### src/design/outlier_rejecting_sample_average_core_assert.svh
// ---------------------------------------------------------------------------
// Assertion macros for the outlier rejecting sample averager
// Shared property wrappers, clocked on clk and disabled during reset.
// ---------------------------------------------------------------------------
`ifndef OUTLIER_REJECTING_SAMPLE_AVERAGE_CORE_ASSERT_SVH
`define OUTLIER_REJECTING_SAMPLE_AVERAGE_CORE_ASSERT_SVH

// Same-cycle implication
`define ORSA_ASSERT_IMP(lbl, ante, cons, msg) \
  lbl: assert property (@(posedge clk) disable iff (!rst_n) (ante) |-> (cons)) \
    else $error(msg);

// Next-cycle implication
`define ORSA_ASSERT_NXT(lbl, ante, cons, msg) \
  lbl: assert property (@(posedge clk) disable iff (!rst_n) (ante) |=> (cons)) \
    else $error(msg);

`endif

### src/design/orsa_pkg.sv
// ---------------------------------------------------------------------------
// orsa_pkg
// Shared types and constants of the outlier rejecting sample averager.
// ---------------------------------------------------------------------------
package orsa_pkg;

  // Configuration port
  localparam int CFG_INDEX_W = 2;
  localparam int CFG_DATA_W  = 24;
  localparam int DEV_W       = 24;
  localparam int FAIL_W      = 8;
  localparam int STATUS_W    = 2;

  // Register indexes
  localparam logic [CFG_INDEX_W-1:0] REG_SAMPLE_COUNT    = 2'd0;
  localparam logic [CFG_INDEX_W-1:0] REG_DEVIATION_LIMIT = 2'd1;
  localparam logic [CFG_INDEX_W-1:0] REG_FAILURE_LIMIT   = 2'd2;

  // Register reset values
  localparam int                SAMPLE_COUNT_RST    = 16;
  localparam logic [DEV_W-1:0]  DEVIATION_LIMIT_RST = 24'd300000;
  localparam logic [FAIL_W-1:0] FAILURE_LIMIT_RST   = 8'd10;

  // Result status codes
  localparam logic [STATUS_W-1:0] STATUS_DONE     = 2'd0;
  localparam logic [STATUS_W-1:0] STATUS_TIMEOUT  = 2'd1;
  localparam logic [STATUS_W-1:0] STATUS_FAILURES = 2'd2;

  // Controller to datapath
  typedef struct packed {
    logic accept;    // input word taken this cycle
    logic div_run;   // divider steps this cycle
    logic out_load;  // result register loads this cycle
  } orsa_cmd_t;

  // Datapath to controller
  typedef struct packed {
    logic emit_now;  // current word ends the run with an immediate result
    logic start_div; // current word ends the run and needs a division
    logic div_last;  // divider is on its final step
  } orsa_stat_t;

endpackage

### src/design/orsa_ctrl.sv
// ---------------------------------------------------------------------------
// orsa_ctrl
// Controller: input/output handshake, divide sequencing, result valid.
// ---------------------------------------------------------------------------
`include "outlier_rejecting_sample_average_core_assert.svh"

module orsa_ctrl (
  input  logic                clk,
  input  logic                rst_n,
  input  logic                in_tvalid,
  output logic                in_tready,
  output logic                out_tvalid,
  input  logic                out_tready,
  output orsa_pkg::orsa_cmd_t cmd,
  input  orsa_pkg::orsa_stat_t stat
);

  typedef enum logic [1:0] {
    S_IDLE = 2'b01,
    S_DIV  = 2'b10
  } state_t;

  state_t state_r, state_nxt;
  logic   out_valid_r, out_valid_nxt;
  logic   accept;

  // Take a word when idle and the result slot is free or draining
  assign in_tready = (state_r == S_IDLE) && (!out_valid_r || out_tready);
  assign accept    = in_tvalid && in_tready;
  assign out_tvalid = out_valid_r;

  assign cmd.accept   = accept;
  assign cmd.div_run  = (state_r == S_DIV);
  assign cmd.out_load = (accept && stat.emit_now) || ((state_r == S_DIV) && stat.div_last);

  // Next state
  always_comb begin
    state_nxt = state_r;
    case (state_r)
      S_IDLE: begin
        if (accept && stat.start_div) state_nxt = S_DIV;
      end
      S_DIV: begin
        if (stat.div_last) state_nxt = S_IDLE;
      end
      default: state_nxt = S_IDLE;
    endcase
  end

  // Result valid
  always_comb begin
    out_valid_nxt = out_valid_r;
    if (cmd.out_load)     out_valid_nxt = 1'b1;
    else if (out_tready)  out_valid_nxt = 1'b0;
  end

  always_ff @(posedge clk) begin
    if (!rst_n) begin
      state_r     <= S_IDLE;
      out_valid_r <= 1'b0;
    end else begin
      state_r     <= state_nxt;
      out_valid_r <= out_valid_nxt;
    end
  end

  `ORSA_ASSERT_NXT(a_start_enters_div, accept && stat.start_div, state_r == S_DIV,
                   "run completion did not start the divider")
  `ORSA_ASSERT_IMP(a_div_slot_empty, state_r == S_DIV, !out_valid_r,
                   "result register occupied while dividing")
  `ORSA_ASSERT_NXT(a_div_end_result, (state_r == S_DIV) && stat.div_last,
                   out_valid_r && (state_r == S_IDLE),
                   "divider end did not deliver a result")

endmodule

### src/design/orsa_datapath.sv
// ---------------------------------------------------------------------------
// orsa_datapath
// Config registers, sample checks, run state, serial divider, result word.
// ---------------------------------------------------------------------------
module orsa_datapath #(
  parameter int SAMPLE_WIDTH = 24,
  parameter int COUNT_WIDTH  = 16
) (
  input  logic                                 clk,
  input  logic                                 rst_n,
  input  logic                                 cfg_valid,
  input  logic [orsa_pkg::CFG_INDEX_W-1:0]     cfg_index,
  input  logic [orsa_pkg::CFG_DATA_W-1:0]      cfg_data,
  input  logic [SAMPLE_WIDTH-1:0]              sample,
  input  logic                                 timed_out,
  input  orsa_pkg::orsa_cmd_t                  cmd,
  output orsa_pkg::orsa_stat_t                 stat,
  output logic [SAMPLE_WIDTH-1:0]              average,
  output logic [orsa_pkg::STATUS_W-1:0]        status
);

  localparam int SUM_W   = SAMPLE_WIDTH + COUNT_WIDTH;
  localparam int CNT_W   = COUNT_WIDTH + 1;
  localparam int CMP_W   = (SAMPLE_WIDTH > orsa_pkg::DEV_W ? SAMPLE_WIDTH
                                                           : orsa_pkg::DEV_W) + 2;
  localparam int DCNT_W  = $clog2(SUM_W);

  // Configuration registers
  logic [COUNT_WIDTH-1:0]          scount_r;
  logic [orsa_pkg::DEV_W-1:0]      dev_r;
  logic [orsa_pkg::FAIL_W-1:0]     flim_r;

  always_ff @(posedge clk) begin
    if (!rst_n) begin
      scount_r <= COUNT_WIDTH'(orsa_pkg::SAMPLE_COUNT_RST);
      dev_r    <= orsa_pkg::DEVIATION_LIMIT_RST;
      flim_r   <= orsa_pkg::FAILURE_LIMIT_RST;
    end else if (cfg_valid) begin
      case (cfg_index)
        orsa_pkg::REG_SAMPLE_COUNT:    scount_r <= cfg_data[COUNT_WIDTH-1:0];
        orsa_pkg::REG_DEVIATION_LIMIT: dev_r    <= cfg_data[orsa_pkg::DEV_W-1:0];
        orsa_pkg::REG_FAILURE_LIMIT:   flim_r   <= cfg_data[orsa_pkg::FAIL_W-1:0];
        default: ;
      endcase
    end
  end

  // Run state
  logic signed [SUM_W-1:0]        sum_r;
  logic        [CNT_W-1:0]        cnt_r;
  logic        [orsa_pkg::FAIL_W-1:0] fc_r;
  logic signed [SAMPLE_WIDTH-1:0] last_r;
  logic                           known_r;
  logic                           first_r;

  // Sample checks
  logic signed [SAMPLE_WIDTH-1:0] s;
  logic signed [CMP_W-1:0]        diff, dev_x;
  logic                           bad_code, too_far, fail;
  logic        [orsa_pkg::FAIL_W-1:0] fc_inc;
  logic                           fail_abort;
  logic signed [SUM_W-1:0]        sum_new;
  logic        [CNT_W-1:0]        cnt_new;
  logic                           run_done;

  assign s        = $signed(sample);
  assign diff     = CMP_W'(s) - CMP_W'(last_r);
  assign dev_x    = $signed(CMP_W'(dev_r));
  assign bad_code = (sample == '0) || (sample == '1);
  assign too_far  = known_r && ((diff > dev_x) || (diff < -dev_x));
  assign fail     = bad_code || too_far;
  assign fc_inc   = fc_r + 1'b1;
  assign fail_abort = fc_inc >= flim_r;

  // Sum and count with this word folded in (first word of a run is dropped)
  assign sum_new  = first_r ? sum_r : sum_r + SUM_W'(s);
  assign cnt_new  = first_r ? cnt_r : cnt_r + 1'b1;
  assign run_done = cnt_new >= CNT_W'(scount_r);

  assign stat.emit_now  = timed_out || (fail && fail_abort) ||
                          (!fail && run_done && (cnt_new == '0));
  assign stat.start_div = !timed_out && !fail && run_done && (cnt_new != '0);

  always_ff @(posedge clk) begin
    if (!rst_n) begin
      sum_r   <= '0;
      cnt_r   <= '0;
      fc_r    <= '0;
      last_r  <= '0;
      known_r <= 1'b0;
      first_r <= 1'b1;
    end else if (cmd.accept) begin
      if (stat.emit_now || stat.start_div) begin
        // Any result starts a fresh run
        sum_r   <= '0;
        cnt_r   <= '0;
        fc_r    <= '0;
        last_r  <= '0;
        known_r <= 1'b0;
        first_r <= 1'b1;
      end else if (fail) begin
        fc_r <= fc_inc;
      end else begin
        sum_r   <= sum_new;
        cnt_r   <= cnt_new;
        first_r <= 1'b0;
        if (!first_r) begin
          last_r  <= s;
          known_r <= 1'b1;
        end
      end
    end
  end

  // Restoring divider on magnitudes, one quotient bit per cycle
  logic [SUM_W-1:0]  dvd_r;
  logic [CNT_W-1:0]  dvs_r;
  logic [CNT_W-1:0]  rem_r;
  logic [DCNT_W-1:0] dcnt_r;
  logic              neg_r;
  logic [SUM_W-1:0]  sum_mag;
  logic [CNT_W:0]    rem_sh;
  logic              ge;
  logic [SUM_W-1:0]  dvd_step;
  logic [CNT_W-1:0]  rem_step;
  logic [SAMPLE_WIDTH-1:0] quot;

  assign sum_mag  = sum_new[SUM_W-1] ? SUM_W'(-sum_new) : SUM_W'(sum_new);
  assign rem_sh   = {rem_r, dvd_r[SUM_W-1]};
  assign ge       = rem_sh >= {1'b0, dvs_r};
  assign rem_step = ge ? CNT_W'(rem_sh - {1'b0, dvs_r}) : rem_sh[CNT_W-1:0];
  assign dvd_step = {dvd_r[SUM_W-2:0], ge};
  assign quot     = neg_r ? -dvd_step[SAMPLE_WIDTH-1:0] : dvd_step[SAMPLE_WIDTH-1:0];
  assign stat.div_last = (dcnt_r == '0);

  always_ff @(posedge clk) begin
    if (cmd.accept && stat.start_div) begin
      dvd_r  <= sum_mag;
      dvs_r  <= cnt_new;
      rem_r  <= '0;
      dcnt_r <= DCNT_W'(SUM_W - 1);
      neg_r  <= sum_new[SUM_W-1];
    end else if (cmd.div_run) begin
      dvd_r  <= dvd_step;
      rem_r  <= rem_step;
      dcnt_r <= dcnt_r - 1'b1;
    end
  end

  // Result word
  logic [SAMPLE_WIDTH-1:0]       average_r;
  logic [orsa_pkg::STATUS_W-1:0] status_r;

  always_ff @(posedge clk) begin
    if (cmd.out_load) begin
      if (cmd.div_run) begin
        average_r <= quot;
        status_r  <= orsa_pkg::STATUS_DONE;
      end else if (timed_out) begin
        average_r <= '1;
        status_r  <= orsa_pkg::STATUS_TIMEOUT;
      end else if (fail) begin
        average_r <= '1;
        status_r  <= orsa_pkg::STATUS_FAILURES;
      end else begin
        // run of zero samples
        average_r <= '0;
        status_r  <= orsa_pkg::STATUS_DONE;
      end
    end
  end

  assign average = average_r;
  assign status  = status_r;

endmodule

### src/design/outlier_rejecting_sample_average_core.sv
// ---------------------------------------------------------------------------
// outlier_rejecting_sample_average_core
// Averages converter samples per run, rejecting stuck codes and outliers.
//
//   channel  dir  handshake             payload
//   in_      in   in_tvalid/in_tready   tdata: sample   tuser: timed_out
//   out_     out  out_tvalid/out_tready tdata: average  tuser: status
//   cfg_     in   cfg_valid/cfg_ready   cfg_index, cfg_data
//
// A word that ends no run only updates the run state; an abort shows its
// result on the next cycle. A completed run with a nonzero count then
// steps through the bit-serial restoring divider.
// Reset returns registers to defaults and starts a fresh run; no sweep.
// Input is held off while dividing or while an untaken result sits in the
// output register. cfg_ready is always high.
// ---------------------------------------------------------------------------
module outlier_rejecting_sample_average_core #(
  parameter int SAMPLE_WIDTH = 24,
  parameter int COUNT_WIDTH  = 16
) (
  input  logic                                 clk,
  input  logic                                 rst_n,
  input  logic                                 in_tvalid,
  output logic                                 in_tready,
  input  logic [((SAMPLE_WIDTH+7)/8)*8-1:0]    in_tdata,  // sample
  input  logic [0:0]                           in_tuser,  // timed_out
  output logic                                 out_tvalid,
  input  logic                                 out_tready,
  output logic [((SAMPLE_WIDTH+7)/8)*8-1:0]    out_tdata, // average
  output logic [orsa_pkg::STATUS_W-1:0]        out_tuser, // status
  input  logic                                 cfg_valid,
  output logic                                 cfg_ready,
  input  logic [orsa_pkg::CFG_INDEX_W-1:0]     cfg_index,
  input  logic [orsa_pkg::CFG_DATA_W-1:0]      cfg_data
);

  localparam int TDATA_W = ((SAMPLE_WIDTH + 7) / 8) * 8;

  orsa_pkg::orsa_cmd_t     cmd;
  orsa_pkg::orsa_stat_t    stat;
  logic [SAMPLE_WIDTH-1:0] average;

  assign cfg_ready = 1'b1;
  assign out_tdata = TDATA_W'(average);

  orsa_ctrl u_ctrl (
    .clk        (clk),
    .rst_n      (rst_n),
    .in_tvalid  (in_tvalid),
    .in_tready  (in_tready),
    .out_tvalid (out_tvalid),
    .out_tready (out_tready),
    .cmd        (cmd),
    .stat       (stat)
  );

  orsa_datapath #(
    .SAMPLE_WIDTH (SAMPLE_WIDTH),
    .COUNT_WIDTH  (COUNT_WIDTH)
  ) u_datapath (
    .clk       (clk),
    .rst_n     (rst_n),
    .cfg_valid (cfg_valid),
    .cfg_index (cfg_index),
    .cfg_data  (cfg_data),
    .sample    (in_tdata[SAMPLE_WIDTH-1:0]),
    .timed_out (in_tuser[0]),
    .cmd       (cmd),
    .stat      (stat),
    .average   (average),
    .status    (out_tuser)
  );

endmodule

### config.mk
export PLATFORM = sky130hd
export DESIGN_NAME = outlier_rejecting_sample_average_core
export DESIGN_NICKNAME = d
export VERILOG_FILES = /design/src/design/orsa_pkg.sv /design/src/design/orsa_ctrl.sv /design/src/design/orsa_datapath.sv /design/src/design/outlier_rejecting_sample_average_core.sv
export VERILOG_INCLUDE_DIRS = /design/src /design/src/design
export SDC_FILE = /design/constraint.sdc
export NUM_CORES = 1
export LEC_CHECK = 0
export ABC_AREA = 0
export ABC_CLOCK_PERIOD_IN_PS = 10300
export BUFFER_PORTS_ARGS = -buffer_cell sky130_fd_sc_hd__buf_4
export CORE_MARGIN = 1
export CORE_UTILIZATION = 55
export CTS_CLUSTER_SIZE = 14
export DETAILED_ROUTE_END_ITERATION = 10
export PLACE_DENSITY = 0.73
export SYNTH_ARGS = -nofsm -noshare
export SYNTH_HDL_FRONTEND = slang
export SYNTH_SLANG_ARGS = --single-unit
### constraint.sdc
create_clock -name clk -period 10.3 [get_ports clk]
set_input_delay 0 -clock clk [delete_from_list [all_inputs] [get_ports clk]]
set_output_delay 0 -clock clk [all_outputs]
set_load 0.05 [all_outputs]
Yosys cells after proc, flatten, opt, wreduce, memory -nomap -nowiden
Index checks and enable logic that the tools add are counted.
W data, S select, Z words.
{"block": "totals", "regBits": 249, "output_inout_bits": 29, "inputBits": 56, "word_cells": 112}
{"block": "classes", "magnitude_cmp": 5, "n_addsub": 9, "eq_ne": 9, "muxes": 31, "reduce_logical": 39}
{"operator": "$mux W40", "n": 6}
{"operator": "$mux W24", "n": 7}
{"operator": "$mux W17", "n": 4}
{"operator": "$add A40 B24 Y40", "n": 1}
{"operator": "$neg A40 Y40", "n": 1}
{"operator": "$gt A26 B25 Y1", "n": 1}
{"operator": "$lt A26 B26 Y1", "n": 1}
{"operator": "$neg A24 Y26", "n": 1}
{"operator": "$sub A24 B24 Y25", "n": 1}
{"operator": "$eq A24 B24 Y1 const B", "n": 1}
{"operator": "$logic_not A24 Y1", "n": 1}
{"operator": "$neg A24 Y24", "n": 1}
{"operator": "$ge A18 B17 Y1", "n": 1}
{"operator": "$add A17 B1 Y17 const B", "n": 1}
{"operator": "$ge A17 B16 Y1", "n": 1}
{"operator": "$logic_not A17 Y1", "n": 1}
{"operator": "$reduce_bool A17 Y1", "n": 1}
{"operator": "$sub A17 B17 Y17", "n": 1}
{"operator": "$mux W8", "n": 2}
{"operator": "$logic_and A1 B1 Y1", "n": 12}
{"operator": "$reduce_and A2 Y1", "n": 6}
{"operator": "$add A8 B1 Y8 const B", "n": 1}
{"operator": "$ge A8 B8 Y1", "n": 1}
{"operator": "$logic_or A1 B1 Y1", "n": 8}
{"operator": "other kinds (14)", "n": 31}

Logic depth before layout (Yosys ltp)
{"block": "depth", "ltp_word": 12, "mapped_depth": 27, "ltp_nobuf": 26}

Cells and area by module
A second synthesis with hierarchy kept.
{"block": "unflattened", "hier_cells": 2142, "hier_area_um2": 18303.8}
{"module": "orsa_datapath", "cells_each": 2118, "area_per_inst_um2": 18101.1, "n_inst": 1, "seq_area_each_um2": 5765.5}
{"module": "orsa_ctrl", "cells_each": 22, "area_per_inst_um2": 191.4, "n_inst": 1, "seq_area_each_um2": 60.1}
{"module": "outlier_rejecting_sample_average_core", "cells_each": 2, "area_per_inst_um2": 11.3, "n_inst": 1, "seq_area_each_um2": 0.0}

Worst setup path before layout
Ideal clock, no wire load.
{"block": "synth_path", "path_type": "reg2reg", "startpoint": "register u_datapath.last_r[0]", "endpoint": "register u_datapath.dvd_r[0] (enable)", "required_time_ns": 9.902, "t_arrival_ns": 5.712, "path_buffers": 2, "setup_time_ns": 0.398, "path_slack_ns": 4.190, "stages_incl_launch_ff": 25, "period_less_slack_ns": 6.110, "cell_sequence": "dfxtp_1 -> ha_1 -> inv_1 -> fa_1 -> a21oi_1 -> o211ai_1 -> a221oi_2 -> o21ai_0 -> a21oi_1 -> o21ai_0 -> a21oi_1 -> o21bai_1 -> a21oi_1 -> xnor2_1 -> ha_1 -> nand4_1 -> a2111oi_0 -> a211oi_1 -> maj3_2 -> o211a_1 -> a311oi_4 -> nand3_2 -> buf_2 -> buf_2 -> nand2_1"}
{"block": "synth_between", "elab_chain_cells": 11, "elab_cells_between_ends": 12, "cone_classes": "add/sub: 1; order compare: 2; reduce/logical: 9"}
{"element": "start, declared", "line": "orsa_datapath.sv:52", "source": "logic signed [SAMPLE_WIDTH-1:0] last_r;"}
{"element": "start signal, assigned", "line": "orsa_datapath.sv:108", "source": "last_r <= s;"}
{"element": "$sub A24 B24 Y25 (*)", "line": "orsa_datapath.sv:67", "source": "assign diff = CMP_W'(s) - CMP_W'(last_r);"}
{"element": "$gt A26 B25 Y1 / $lt A26 B26 Y1 (equally long branches)", "line": "orsa_datapath.sv:70", "source": "assign too_far = known_r && ((diff > dev_x) || (diff < -dev_x));"}
{"element": "$logic_or A1 B1 Y1 (*)", "line": "orsa_datapath.sv:70"}
{"element": "$logic_and A1 B1 Y1 (*)", "line": "orsa_datapath.sv:70"}
{"element": "$logic_or A1 B1 Y1 (*)", "line": "orsa_datapath.sv:71", "source": "assign fail = bad_code || too_far;"}
{"element": "$logic_not A1 Y1 (*)", "line": "orsa_datapath.sv:82", "source": "assign stat.start_div = !timed_out && !fail && run_done && (cnt_new != '0);"}
{"element": "$logic_and A1 B1 Y1 (*) (3 in a row)", "line": "orsa_datapath.sv:82"}
{"element": "$logic_and A1 B1 Y1 (*)", "line": "orsa_datapath.sv:137", "source": "if (cmd.accept && stat.start_div) begin"}
{"element": "$reduce_bool A2 Y1 (no line) (*)"}
{"element": "end signal, assigned", "line": "orsa_datapath.sv:138", "source": "dvd_r <= sum_mag;"}
{"element": "end signal, assigned", "line": "orsa_datapath.sv:144", "source": "dvd_r <= dvd_step;"}
{"element": "end, declared", "line": "orsa_datapath.sv:116", "source": "logic [SUM_W-1:0] dvd_r;"}
Mark *: on every way between the ends. The rest lies on a longest branch, timed or not.
A chain may end at the register's enable or synchronous reset.

Final worst setup path
{"block": "layout_path", "startpoint": "register u_datapath.last_r[1]", "endpoint": "register u_datapath.dvd_r[26] (data pin)"}
{"block": "layout_between", "elab_chain_cells": 11, "elab_cells_between_ends": 12, "cone_classes": "add/sub: 1; order compare: 2; mux: 1; reduce/logical: 8"}
{"element": "$sub A24 B24 Y25 (*)", "line": "orsa_datapath.sv:67"}
{"element": "$gt A26 B25 Y1 / $lt A26 B26 Y1 (equally long branches)", "line": "orsa_datapath.sv:70"}
{"element": "$logic_or A1 B1 Y1 (*)", "line": "orsa_datapath.sv:70"}
{"element": "$logic_and A1 B1 Y1 (*)", "line": "orsa_datapath.sv:70"}
{"element": "$logic_or A1 B1 Y1 (*)", "line": "orsa_datapath.sv:71"}
{"element": "$logic_not A1 Y1 (*)", "line": "orsa_datapath.sv:82"}
{"element": "$logic_and A1 B1 Y1 (*) (3 in a row)", "line": "orsa_datapath.sv:82"}
{"element": "$logic_and A1 B1 Y1 (*)", "line": "orsa_datapath.sv:137"}
{"element": "$mux W40 (*)", "line": "orsa_datapath.sv:137"}
Marked as above.

==> results.txt <==
Worst EP arrival = 7.79 ns
Routed wire per std cell = 17.42 um
Post-synthesis mux area share = 1.546%
Final hold vios = 0
Max Freq = 133.8 MHz
Max incr delay on CP = 0.58 ns
Grt met1 use = 40.64%
DR vias = 16,540
Slew Limit Fails = 0
Mean cell area of the mapped netlist = 8.372 sq um
Dominant synthesized flop cell = dfxtp_1
CTS Buffer Depth = 3
Clk sinks = 249
Yosys reg bits = 249
Post-Syn Instances = 2,195
XOR/XNOR share of the synthesized area = 6.911%
Final Cell Area = 20,940 sq um
Post-synthesis simple-gate area fraction = 19.62%
Buffers plus inverters on the worst setup path = 3
1st-pass router iterations = 5
Setup TNS = 0 ns
Required @ worst endpoint = 10.61 ns
Least-Margin Pin Slew = 1.228 ns
Cell Rows = 66
Die Y = 184.8 um
Status = complete, no violations
Initial Util = 56.19%
Compound-Gate Fraction of Synth Area = 23.84%
Post-CTS sizing = 0
Startpoint type of the worst setup path = register
Post-Syn Area = 18,380 sq um
Worst IR drop on VDD = 0.1442 mV
Period minus WS final = 7.475 ns
Die area = 34,150 sq um
Adder-cell share of the synthesized area = 11.20%
Crit path depth = 24
Net Sw Frac = 32.17%
Port Buffers = 83
Clk network pwr share = 35.0%
Synth warnings = 0
R2r worst-path depth = 24
Area grow syn2layout = 13.96%
Final HPWL from detailed placement = 35,560 um
Total grt overflow = 0
Worst min path class = in2reg
Number of flops mapped to enable cells by yosys = 84
Post-Route Skew = 0.01515 ns
Clock transition at the registers of the reported paths = 0.06 ns
Post-synthesis sequential area ratio = 31.70%
Crit path max-delay family = compound AO/OA/AOI/OAI gates
# nets final = 2,516
Drt initial violations = 1,349
Core Region = 32,700 sq um
Hold_ws = 0.06745 ns
CP Cell Sequence = inv_1, ha_1, nor2b_1, o21ai_0, a21boi_0, o21ai_0, a21boi_0, o21ai_0, a31oi_1, o21ai_0, a21oi_1, nor2_1, o311ai_0, ha_1, nand4_1, a2111oi_0, a211oi_1, maj3_2, o211a_1, a311oi_4, nand3_2, buf_4, inv_2, mux2_2
Pwr Density = 141.7 nW/um^2
Max-Cap Viols = 0
Final Cycle Share = 72.57%
Ys async rst share = 0%
Comb pwr share = 28.1%
Post-Route Utilization = 64.04%
Synthesized Nets = 2,412
Met2 usage = 44.27%
Critical-path maximum fanout = 76
Worst skew pair latency = 0.57 ns
M3 GR Usage = 3.834%
CP max-delay cell = a311oi_4
P_leak = 8.617 nW
Total CTS buffers = 28
First-pass GRT wire length = 77,910 um
Rel. slew slack = 18.06%
Internal = 2.013 mW
Ratio of cells with drive above 1 in the final layout = 8.143%
Clock root buffer = clkbuf_16
Netlist cell types = 97
IO Count = 85
Vias in the first global route = 15,250
Number of cells on the worst hold path = 4
CTS tree = done
Sequential Power Share = 36.9%
Via density = 5.982
Remaining antenna violation count = 0
DRC viols = 0
Switching pwr = 0.9550 mW
Largest net degree at the start of global routing = 82
CP Class = reg2reg
Total track usage = 28.17%
Setup violators final = 0
Die W = 184.8 um
Crit end category = register
GPL Wtd Cong = 0.9242
H-tree depth = 1
RSZ-0062 raised after global routing = no
Crit path top cell by count = o21ai_0
Initial antenna violation count = 2
Routed WL = 48,180 um
Area after DPL = 19,270 sq um
GRT Max-Usage Layer = met2
Main combinational cell family by area after synthesis = compound AO/OA/AOI/OAI gates
[repair_timing]
| action | in CTS | in global routing |
|---|---|---|
| buffers inserted | 0 | 0 |
| hold buffers | 71 | 0 |
| hold endpoints to repair | 80 | 0 |
[per-stage QoR]
stage | std cells | power (mW) | setup WS, ns
finish | 2765 | 2.968 | 2.825
global route | 2765 | 3.114 | 2.216
CTS | 2763 | 2.970 | 2.988
detailed placement | 2640 | 1.911 | 3.007
global placement | 2640 | 1.891 | 3.321
floorplan | 2195 | 1.716 | 4.190
[placed cells by master (no fill, tap or decap), drive strengths merged, types with 37 or more instances in the layout]
master and count:
a21o 39, xnor2 88, a22o 52, dfxtp 165
ha 158, a21oi 130, inv 149, nor3 37
dlygate4sd3 71, nand3 63, a21boi 39, xor2 57
o21ai 191, buf 95, nand2 277, nor2 97
edfxtp 84, clkbuf 40
[state kept, by name (all words and copies together) (netlist names), 17 cells and up]
| signal | flops |
|---|---|
| u_datapath.dvs_r | 17 |
| u_datapath.dvd_r | 40 |
| u_datapath.last_r | 24 |
| u_datapath.sum_r | 40 |
| u_datapath.average | 24 |
| u_datapath.rem_r | 17 |
| u_datapath.dev_r | 24 |
| u_datapath.cnt_r | 17 |
[routing by layer]
layer | up-vias | share of wire (%)
li1 | 8198 | -
met1 | 7750 | 48
met2 | 522 | 44
met3 | 69 | 6.3
met4 | 0 | 1.8
met5 | - | 0
[cells in the mapped netlist (all sizes together), types with 6 or more instances]
library cell,number,area share (%)
o21bai,13,0.53
nand3,63,1.7
nor2b,30,1.0
a22o,52,2.5
nand2b,17,0.58
or4,11,0.47
dfxtp,165,18
o211a,9,0.49
a21boi,39,1.6
nand4,32,1.1
mux2i,25,1.4
a31oi,18,0.61
and4,13,0.62
o21a,26,1.1
o31ai,21,0.86
xor2,57,2.7
or3,19,0.65
nor2,97,2.0
o41ai,9,0.43
a221oi,6,0.35
ha,158,11
xnor2,88,4.2
or2,7,0.24
inv,147,3.0
clkbuf,52,1.1
nor4,23,1.0
a2111oi,10,0.65
a211oi,17,0.69
nor4b,6,0.37
a21oi,130,3.6
buf,40,1.1
nand2,277,5.7
a21o,39,1.6
o211ai,34,1.4
nand3b,9,0.37
and3,27,0.95
nor3b,10,0.44
and2,15,0.51
a211o,7,0.33
edfxtp,84,14
o21ai,191,5.2
nor3,37,1.0
[power by group through the flow]
| stage | combinational [mW] | sequential [mW] | clock, mW |
|---|---|---|---|
| 2_1_floorplan | 0.592 | 1.12 | 0 |
| 3_3_place_gp | 0.778 | 1.11 | 0 |
| 3_5_place_dp | 0.797 | 1.11 | 0 |
| 4_1_cts | 0.823 | 1.09 | 1.05 |
| 5_1_grt | 0.922 | 1.10 | 1.09 |
| 6_report | 0.834 | 1.09 | 1.04 |
[final timing paths]
| path | startpoint | end | slack, ns |
|---|---|---|---|
| hold reg to reg | u_datapath.scount_r[3] | u_datapath.scount_r[3] | 0.47 |
| setup reg to reg | u_datapath.last_r[1] | u_datapath.dvd_r[26] | 2.83 |
| setup / recovery | u_datapath.last_r[1] | u_datapath.dvd_r[26] | 2.83 |
| hold / removal | in_tvalid | u_ctrl.out_tvalid | 0.07 |
[worst min-delay path, stage by stage]
cell and delay [ns]:
buf_4 0.12, and2_0 0.26, nand2_1 0.12, o21ai_0 0.07
[final cells by class]
class                      count  area, sq um
fill                        2836        11760
multi-input combinational   1706        11620
sequential                   249         5827
timing repair buffer         166         1424
clock buffer                  40        805.8
inverter                     148        555.5
tap                          442        553.0
clock inverter                12        155.1
antenna                        2        5.005
[cell families (layout without fill, tap and decap cells)]
kind of cell	after synthesis	in the layout
AND/OR/NAND/NOR	710	710
flip-flops	249	249
adder cells (fa/ha/maj)	163	163
other	1	3
AO/OA/AOI/OAI	659	659
buffers and inverters	240	366
multiplexers	28	28
XOR/XNOR	145	145
No activity file was read; power rests on OpenSTA's default activity.
